===== src/rtl/ads_pkg.sv =====
// ----------------------------------------------------------------------------
// ads_pkg
// Shared constants and controller/datapath interface types for the aliquot
// divisor sum block.
// ----------------------------------------------------------------------------
package ads_pkg;

   localparam int NumberWidthDefault = 31;
   localparam int SumWidth           = 35;

   typedef struct packed {
      logic load;
      logic div_start;
      logic div_step;
      logic next;
      logic out_load;
   } ads_cmd_type;

   typedef struct packed {
      logic n_small;
      logic sq_gt_n;
      logic div_last;
   } ads_status_type;

endpackage


===== src/rtl/ads_datapath.sv =====
// ----------------------------------------------------------------------------
// ads_datapath
// Trial divisor and running square, bit-serial restoring divider, sum
// accumulator and result register.
// ----------------------------------------------------------------------------
module ads_datapath
   import ads_pkg::*;
#(
   parameter int NUMBER_WIDTH = NumberWidthDefault
) (
   input  logic                    clock,
   input  logic [NUMBER_WIDTH-1:0] req_number,
   input  ads_cmd_type             cmd,
   output ads_status_type          status,
   output logic [SumWidth-1:0]     rsp_divisor_sum
);

   localparam int NW   = NUMBER_WIDTH;
   localparam int CntW = $clog2(NW);
   localparam int AccW = ((NW > SumWidth) ? NW : SumWidth) + 1;

   logic [NW-1:0]       n_ff, n_in;
   logic [NW-1:0]       d_ff, d_in;
   logic [NW:0]         sq_ff, sq_in;
   logic [NW-1:0]       rem_ff, rem_in;
   logic [NW-1:0]       quo_ff, quo_in;
   logic [CntW-1:0]     cnt_ff, cnt_in;
   logic [SumWidth-1:0] total_ff, total_in;
   logic [SumWidth-1:0] out_ff, out_in;

   logic [NW:0]         shifted;
   logic [NW:0]         diff;
   logic                ge;
   logic [AccW-1:0]     addend;
   logic [AccW-1:0]     acc;

   assign shifted = {rem_ff, quo_ff[NW-1]};
   assign diff    = shifted - {1'b0, d_ff};
   assign ge      = shifted >= {1'b0, d_ff};

   always_comb begin
      if (quo_ff == d_ff) begin
         addend = {{(AccW-NW){1'b0}}, d_ff};
      end else begin
         addend = {{(AccW-NW){1'b0}}, d_ff} + {{(AccW-NW){1'b0}}, quo_ff};
      end
      acc = {{(AccW-SumWidth){1'b0}}, total_ff} + addend;
   end

   always_comb begin
      n_in     = n_ff;
      d_in     = d_ff;
      sq_in    = sq_ff;
      rem_in   = rem_ff;
      quo_in   = quo_ff;
      cnt_in   = cnt_ff;
      total_in = total_ff;
      out_in   = out_ff;
      if (cmd.load) begin
         n_in     = req_number;
         d_in     = NW'(2);
         sq_in    = (NW+1)'(4);
         total_in = (req_number > NW'(1)) ? SumWidth'(1) : '0;
      end
      if (cmd.div_start) begin
         rem_in = '0;
         quo_in = n_ff;
         cnt_in = '0;
      end
      if (cmd.div_step) begin
         rem_in = ge ? diff[NW-1:0] : shifted[NW-1:0];
         quo_in = {quo_ff[NW-2:0], ge};
         cnt_in = cnt_ff + CntW'(1);
      end
      if (cmd.next) begin
         if (rem_ff == '0) begin
            total_in = acc[SumWidth-1:0];
         end
         d_in  = d_ff + NW'(1);
         sq_in = sq_ff + {d_ff, 1'b1};
      end
      if (cmd.out_load) begin
         out_in = total_ff;
      end
   end

   always_ff @(posedge clock) begin
      n_ff     <= n_in;
      d_ff     <= d_in;
      sq_ff    <= sq_in;
      rem_ff   <= rem_in;
      quo_ff   <= quo_in;
      cnt_ff   <= cnt_in;
      total_ff <= total_in;
      out_ff   <= out_in;
   end

   assign status.n_small  = n_ff <= NW'(1);
   assign status.sq_gt_n  = sq_ff > {1'b0, n_ff};
   assign status.div_last = cnt_ff == CntW'(NW-1);

   assign rsp_divisor_sum = out_ff;

endmodule


===== src/rtl/ads_controller.sv =====
// ----------------------------------------------------------------------------
// ads_controller
// Sequencer for the trial-division loop and the input and result handshakes.
// ----------------------------------------------------------------------------
module ads_controller
   import ads_pkg::*;
(
   input  logic           clock,
   input  logic           reset,
   input  logic           req_valid,
   output logic           req_stall,
   output logic           rsp_valid,
   input  logic           rsp_stall,
   input  ads_status_type status,
   output ads_cmd_type    cmd
);

   typedef enum logic [2:0] {
      IDLE,
      CHECK,
      DIVIDE,
      ACCUM,
      FINISH
   } state_type;

   state_type state_ff, state_in;
   logic      rsp_valid_ff, rsp_valid_in;
   logic      out_free;

   assign out_free = !rsp_valid_ff || !rsp_stall;

   always_comb begin
      state_in     = state_ff;
      rsp_valid_in = rsp_valid_ff && rsp_stall;
      cmd          = '0;
      case (state_ff)
         IDLE: begin
            if (req_valid) begin
               cmd.load = 1'b1;
               state_in = CHECK;
            end
         end
         CHECK: begin
            if (status.n_small || status.sq_gt_n) begin
               state_in = FINISH;
            end else begin
               cmd.div_start = 1'b1;
               state_in      = DIVIDE;
            end
         end
         DIVIDE: begin
            cmd.div_step = 1'b1;
            if (status.div_last) begin
               state_in = ACCUM;
            end
         end
         ACCUM: begin
            cmd.next = 1'b1;
            state_in = CHECK;
         end
         FINISH: begin
            if (out_free) begin
               cmd.out_load = 1'b1;
               rsp_valid_in = 1'b1;
               state_in     = IDLE;
            end
         end
         default: begin
            state_in = IDLE;
         end
      endcase
   end

   always_ff @(posedge clock) begin
      if (reset) begin
         state_ff     <= IDLE;
         rsp_valid_ff <= 1'b0;
      end else begin
         state_ff     <= state_in;
         rsp_valid_ff <= rsp_valid_in;
      end
   end

   assign req_stall = state_ff != IDLE;
   assign rsp_valid = rsp_valid_ff;

endmodule


===== src/rtl/aliquot_divisor_sum.sv =====
// Sequence: per trial divisor d (2 <= d, d*d <= number) the states CHECK, DIVIDE and ACCUM,
//   DIVIDE using the one-bit-per-cycle restoring divider; FINISH loads the result when free.
// Acceptance: one item at a time, a new number is taken only in IDLE; the next item is
//   taken while a result waits on rsp_stall.
// Reset: synchronous, clears the sequencer and the result valid; no clearing pass.
// ----------------------------------------------------------------------------
// aliquot_divisor_sum
// Sum of the proper divisors of a positive integer by trial division.
// ----------------------------------------------------------------------------
module aliquot_divisor_sum
   import ads_pkg::*;
#(
   parameter int NUMBER_WIDTH = NumberWidthDefault
) (
   input  logic                    clock,
   input  logic                    reset,
   input  logic                    req_valid,
   output logic                    req_stall,
   input  logic [NUMBER_WIDTH-1:0] req_number,
   output logic                    rsp_valid,
   input  logic                    rsp_stall,
   output logic [SumWidth-1:0]     rsp_divisor_sum
);

   ads_cmd_type    cmd;
   ads_status_type status;

   ads_controller u_ctrl (
      .clock     (clock),
      .reset     (reset),
      .req_valid (req_valid),
      .req_stall (req_stall),
      .rsp_valid (rsp_valid),
      .rsp_stall (rsp_stall),
      .status    (status),
      .cmd       (cmd)
   );

   ads_datapath #(
      .NUMBER_WIDTH (NUMBER_WIDTH)
   ) u_dp (
      .clock           (clock),
      .req_number      (req_number),
      .cmd             (cmd),
      .status          (status),
      .rsp_divisor_sum (rsp_divisor_sum)
   );

endmodule


===== config.mk =====
export PLATFORM = sky130hd
export DESIGN_NAME = aliquot_divisor_sum
export DESIGN_NICKNAME = d
export VERILOG_FILES = /design/src/rtl/ads_pkg.sv /design/src/rtl/ads_datapath.sv /design/src/rtl/ads_controller.sv /design/src/rtl/aliquot_divisor_sum.sv
export SDC_FILE = /design/constraint.sdc
export NUM_CORES = 1
export LEC_CHECK = 0
export ABC_CLOCK_PERIOD_IN_PS = 12000
export BUFFER_PORTS_ARGS = -buffer_cell sky130_fd_sc_hd__buf_4
export CAP_MARGIN = 20
export CORE_ASPECT_RATIO = 0.7
export CORE_UTILIZATION = 31
export CTS_CLUSTER_SIZE = 16
export DETAILED_ROUTE_END_ITERATION = 16
export PLACE_DENSITY = 0.55
export SETUP_SLACK_MARGIN = 0.4
export SYNTH_ARGS = -nofsm -noshare
export SYNTH_HDL_FRONTEND = slang
export SYNTH_HIERARCHICAL = 1
export SYNTH_SLANG_ARGS = --single-unit

===== constraint.sdc =====
create_clock -name clock -period 12 [get_ports clock]
set_input_delay 0.6 -clock clock [delete_from_list [all_inputs] [get_ports clock]]
set_output_delay 0.6 -clock clock [all_outputs]
set_load 0.02 [all_outputs]

==> results of run 1 <==
## per-layer routing
| metal | part of all wire, % | track usage, % | up-vias |
|---|---|---|---|
| met4 | 1.5 | 2.93 | 0 |
| met3 | 7.8 | 3.50 | 41 |
| met2 | 38 | 24.1 | 446 |
| met1 | 53 | 29.2 | 6484 |
| li1 | - | - | 6690 |
| met5 | 0 | 0 | - |
## cell families after synthesis
family / after synthesis / synth area share [%]
fa+ha+maj: 162 / 12.2
flops: 235 / 39.6
xor+xnor: 127 / 6.61
mux: 17 / 1.04
buf+inv: 147 / 3.44
compound gates: 507 / 19.2
simple gates: 576 / 17.8
## worst min-delay path by stage
stage                                  from                  endpoint
final                         req_number[0]              u_dp/n_ff[0]
after global routing         req_number[11]             u_dp/n_ff[11]
after CTS                     req_number[2]              u_dp/n_ff[2]
after detailed placement  u_dp/total_ff[10]  u_dp/rsp_divisor_sum[10]
after global placement     u_dp/total_ff[7]   u_dp/rsp_divisor_sum[7]
after floorplan           u_dp/total_ff[10]  u_dp/rsp_divisor_sum[10]
## sequential cells by signal, indices dropped and copies added, names as in the netlist
signal,flops
u_dp/rsp_divisor_sum,35
u_dp/total_ff,35
u_dp/sq_ff,32
u_dp/d_ff,31
u_dp/n_ff,31
u_dp/quo_ff,31
u_dp/rem_ff,31
u_dp/cnt_ff,5
u_ctrl/state_ff,3
u_ctrl/rsp_valid,1
## through the flow
stage | setup slack [ps] | hold slack (ps)
6_report | 6430 | 215
5_1_grt | 6080 | 190
3_5_place_dp | 6490 | 461
3_3_place_gp | 6530 | 459
2_1_floorplan | 7280 | 437
4_1_cts | 6470 | 187
## report_power, final
part	internal, mW	switching, mW	total [mW]
clock	0.485	0.361	0.845
sequential	0.942	0.0550	0.997
combinational	0.269	0.434	0.702
## final cells by class
class	instances	area share, %
repair buffers	85	3.45
inverters	94	1.85
well taps	730	4.78
flip-flops and latches	235	34.9
clock inverters	20	1.19
multi-input cells	1389	50.4
clock buffers	27	3.43
## cells in the final DEF (no fill, tap or decap), types with 19 or more instances in the layout
cell	count
a21oi_1	142
nand3b_1	30
ha_1	158
nand3_1	51
nor4_1	34
dfxtp_1	39
edfxtp_1	196
nand2b_1	19
buf_4	84
and2_1	52
clkbuf_16	26
nand2_1	157
inv_1	94
xnor2_1	85
a21o_1	52
nor3_1	26
xor2_1	42
o21a_1	27
nor2b_1	26
o21ai_0	141
nor2_1	94
o21bai_1	22
==> results_dict.tcl, run 1 <==
set metrics [dict create \
    cts_buffer_depth 3 \
    critical_path.cell_chain "ha_1, fa_1, a21o_1, a21oi_1, o21bai_1, a21oi_1, a31o_2, nand3_1, a311oi_1, xor2_1, o21ai_0, ha_1, a21o_1, a21o_1, a21o_1, a21o_1, a21o_1, a211o_1, a31o_1, a21o_1, a21oi_1" \
    cp-end-kind "flop" \
    drv_cap 0 \
    initial_utilization_pct 31.4 \
    place_inst 2533 \
    power_mw 2.55 \
    synth.area.top_cells "edfxtp_1 (35%), ha_1 (12%), dfxtp_1 (4.6%)" \
    final_hold_viol_count 0 \
    port_buffers 71 \
    cts_buffers 26 \
    multi_input_area_sq_um 9620 \
    r2r-start "u_dp/d_ff[0]" \
    postCtsSetupBuffers 0 \
    antenna_left 0 \
    clk_latency_ps 570 \
    r2r_cells 21 \
    crit_end "u_dp/total_ff[33]" \
    core_area_sq_um 53700 \
    yosys_warnings 6 \
    vias_per_cell 5.29 \
    ys_ff_latch 235 \
    hpwlAfterDp_mm 38.5 \
    drive_gt1_share_pct 9.14 \
    seq_area_frac_synth_pct 39.6 \
    outcome "completed" \
    synth_fp_nets 1968 \
    first_pass_iters 6 \
    cpLargestDelayFamily "compound AO/OA/AOI/OAI gates" \
    first_iter_violations 1294 \
    leakagePower_nw 7.51 \
    cts_tree "built" \
    ctsResizeCount 0 \
    htreeDepth 1 \
    syn_inst 1771 \
    yosysUniqueCellTypes 83 \
    rsz0062_at_grt "false" \
    grt_overflow 0 \
    clock-root-buffer "clkbuf_16" \
    n_antenna_cell 0 \
    nNetsFinal 2028 \
    synth_most_common_cell "edfxtp_1" \
    clk_pin_slew_worst_paths_ps 70 \
    stdcell_area_sq_um 19100 \
    final_cells 2580 \
    std_cell_rows 71 \
    globalplace.congestion 0.937 \
    r2r-end "u_dp/total_ff[33]" \
    ioPinCount 72 \
    worstPathArrival_ps 6050 \
    path_class "reg2reg" \
    crit_fanout 8 \
    skew_ps 26.3 \
    avgSynthCellArea_sq_um 9.50 \
    drv_slew 0 \
    avgRoutedWirePerCell_um 19.2 \
    synth_common_cells "edfxtp_1 (196), ha_1 (158), nand2_1 (157)" \
    slew_headroom_pct 29.2 \
    fillers 5453 \
    synth_edf_count 196 \
    cpMostUsedCell "a21o_1" \
    routed_wl_mm 49.6 \
    startpoint_type "flop" \
    slowest_delay_ps 530 \
    finalCritPeriodShare_pct 46.4 \
    drc 0 \
    max_freq_mhz 180 \
    crit_cells 21 \
    antenna_found_initial 1 \
    num_vias 13700 \
    die_y_um 197 \
    post_dp_cell_area_sq_um 18200 \
    whs_path_depth 1 \
    async_flop_share_pct 0 \
    path_buf_inv 0 \
    startpoint "u_dp/d_ff[0]" \
    numClockSinks 235 \
    grt_max_degree 73 \
    ir_drop_mv 0.0893 \
    regToRegSetupSlack_ps 6430 \
    setup_viol 0 \
    die-area_sq_um 55200 \
    synth_largest_area_cell "edfxtp_1" \
    ys.flop_type "edfxtp_1" \
    tns_ps 0 \
    track_usage_pct 18.0 \
    power-per-cell-area_nw_per_um2 133 \
    netlist_area_sq_um 16800 \
    crit_slowest_cell "edfxtp_1" \
    syn_to_final_growth_pct 13.4 \
    hold_buffers 0 \
    fin_util_pct 35.6 \
    grt_pass1_wl_mm 76.9 \
    worstPathRequired_ps 12490 \
    grt_pass1_vias 12600 \
    worstMarginPinSlew_ps 1050 \
    die_width_um 281 \
    netlist.area_leader.share_pct 35.0 \
    ff_latch_area_sq_um 6670 \
    min_period_ps 5570 \
    hold_path_class "in2reg" \
]
Power figures use the tool's default switching activity.
==> inputs of run 2 (changes only) <==
--- a/config.mk
+++ b/config.mk
@@ -5,7 +5,7 @@
 export SDC_FILE = /design/constraint.sdc
 export NUM_CORES = 1
 export LEC_CHECK = 0
-export ABC_CLOCK_PERIOD_IN_PS = 12000
+export ABC_CLOCK_PERIOD_IN_PS = 5800
 export BUFFER_PORTS_ARGS = -buffer_cell sky130_fd_sc_hd__buf_4
 export CAP_MARGIN = 20
 export CORE_ASPECT_RATIO = 0.7
==> constraint.sdc (replaced) <==
create_clock -name clock -period 5.8 [get_ports clock]
set_input_delay 0.29 -clock clock [delete_from_list [all_inputs] [get_ports clock]]
set_output_delay 0.29 -clock clock [all_outputs]
set_load 0.02 [all_outputs]
==> run 2 against run 1 <==
Cell count is 1.8% higher. Routed wire length shrank 1.6%. Register-to-register slack worse by 5700 ps.
==> results_dict.tcl, run 2 (synthesis results as in run 1) <==
set metrics [dict create \
    outcome "completed" \
    skew_ps 18.6 \
    power_mw 5.25 \
    crit_slowest_cell "fa_1" \
    cts_buffers 26 \
    nNetsFinal 2074 \
    cpLargestDelayFamily "compound AO/OA/AOI/OAI gates" \
    grt_max_degree 73 \
    r2r-start "u_dp/d_ff[0]" \
    path_buf_inv 0 \
    slowest_delay_ps 410 \
    cell_internal_pwr_mw 3.51 \
    antenna_left 0 \
    post-place-ws_ps 702 \
    num_vias 13800 \
    cts_tree "built" \
    core_area_sq_um 53700 \
    ioPinCount 72 \
    clk_latency_ps 580 \
    worstPathRequired_ps 6300 \
    cp-end-kind "flop" \
    path_class "reg2reg" \
    drive_gt1_share_pct 9.49 \
    antenna_found_initial 0 \
    pwr-share-comb_pct 28.1 \
    routed_wl_mm 48.8 \
    final_common_cell "edfxtp_1" \
    syn_to_final_growth_pct 16.2 \
    grt_overflow 0 \
    avgRoutedWirePerCell_um 18.6 \
    grt_pass1_wl_mm 74.8 \
    first_iter_violations 1328 \
    clkPwrFrac_pct 32.9 \
    initial_utilization_pct 31.4 \
    post_dp_cell_area_sq_um 18300 \
    worstMarginPinSlew_ps 1080 \
    final_hold_viol_count 0 \
    drv_cap 0 \
    min-delay-start "req_number[0]" \
    pwr-share-seq_pct 39.0 \
    finalCritPeriodShare_pct 88.0 \
    vias_per_cell 5.27 \
    switching_share_pct 33.1 \
    htreeDepth 1 \
    rsz0062_at_grt "false" \
    clock-root-buffer "clkbuf_16" \
    final_cell_mix "edfxtp_1 (196), ha_1 (158), nand2_1 (157), o21ai_0 (141), a21oi_1 (141)" \
    std_cell_rows 71 \
    stdcell_area_sq_um 19600 \
    crit_fanout 7 \
    critical_path.cell_chain "ha_1, fa_1, a21o_1, a21oi_1, o21bai_1, a21oi_2, a31o_2, nand3_1, a311oi_2, xor2_1, o21ai_0, ha_1, a21o_1, a21o_1, a21o_1, a21o_1, a21o_1, a211o_1, a31o_1, a21o_1, a21oi_1" \
    cpMostUsedCell "a21o_1" \
    track_usage_pct 17.4 \
    numClockSinks 235 \
    n_antenna_cell 0 \
    startpoint "u_dp/d_ff[0]" \
    first_pass_iters 5 \
    startpoint_type "flop" \
    hpwlAfterDp_mm 37.7 \
    die_width_um 281 \
    setup_slack_ps 695 \
    tns_ps 0 \
    globalplace.congestion 0.926 \
    drc 0 \
    power.switching_mw 1.74 \
    setup_viol 0 \
    ir_drop_mv 0.216 \
    worstPathArrival_ps 5610 \
    power-per-cell-area_nw_per_um2 268 \
    grt_pass1_vias 12600 \
    cts_buffer_depth 3 \
    port_buffers 71 \
    die_y_um 197 \
    leakagePower_nw 7.71 \
    clk_pin_slew_worst_paths_ps 60 \
    min_period_ps 5110 \
    slew_headroom_pct 27.7 \
    max_freq_mhz 196 \
    die-area_sq_um 55200 \
    hold_path_class "in2reg" \
    drv_slew 0 \
]
run 2: repair_timing:
action / 4_1_cts / 5_1_grt
hold buffers: 34 / 0
buffers inserted: 0 / 0
hold endpoints to repair: 35 / 0
endpoints found under the setup margin: 0 / 3
gates resized for setup: 0 / 3
run 2: metal layers:
metal  wire, um  vias up  part of all wire [%]  GRT usage (%)
li1           -     6779                     -              -
met1      25900     6530                    53           28.8
met2      17800      487                    36           22.2
met3       4200       53                   8.6           3.47
met4        935        0                   1.9           3.56
met5          0        -                     0              0
run 2: per-stage QoR:
stage | std cells | util [%] | hold WS, ps
after floorplan | 1771 | - | 355
after global placement | 2544 | 34.1 | 463
after detailed placement | 2544 | 34.1 | 462
after CTS | 2626 | 36.4 | 403
after global routing | 2627 | 36.4 | 424
final | 2627 | 36.4 | 434
run 2: power groups by stage:
| stage | sequential, mW | clock [mW] | combinational (mW) |
|---|---|---|---|
| finish | 2.05 | 1.73 | 1.47 |
| global route | 2.06 | 1.84 | 1.62 |
| CTS | 2.04 | 1.78 | 1.45 |
| detailed placement | 2.08 | 0 | 1.42 |
| global placement | 2.08 | 0 | 1.41 |
| floorplan | 2.05 | 0 | 1.05 |
run 2: cell type report:
cell class	instances	area, sq um
fillers	5449	34100
multi-input cells	1389	9630
flip-flops and latches	235	6670
repair buffers	131	1110
well taps	730	913
clock buffers	32	683
inverters	94	353
clock inverters	16	191
run 2: final timing paths:
check        slack (ps)                      end  depth (start not counted)
max reg2reg         690        u_dp/total_ff[33]                         21
max                 690        u_dp/total_ff[33]                         21
min                 430             u_dp/n_ff[0]                          2
min reg2reg         470  u_dp/rsp_divisor_sum[7]                          0
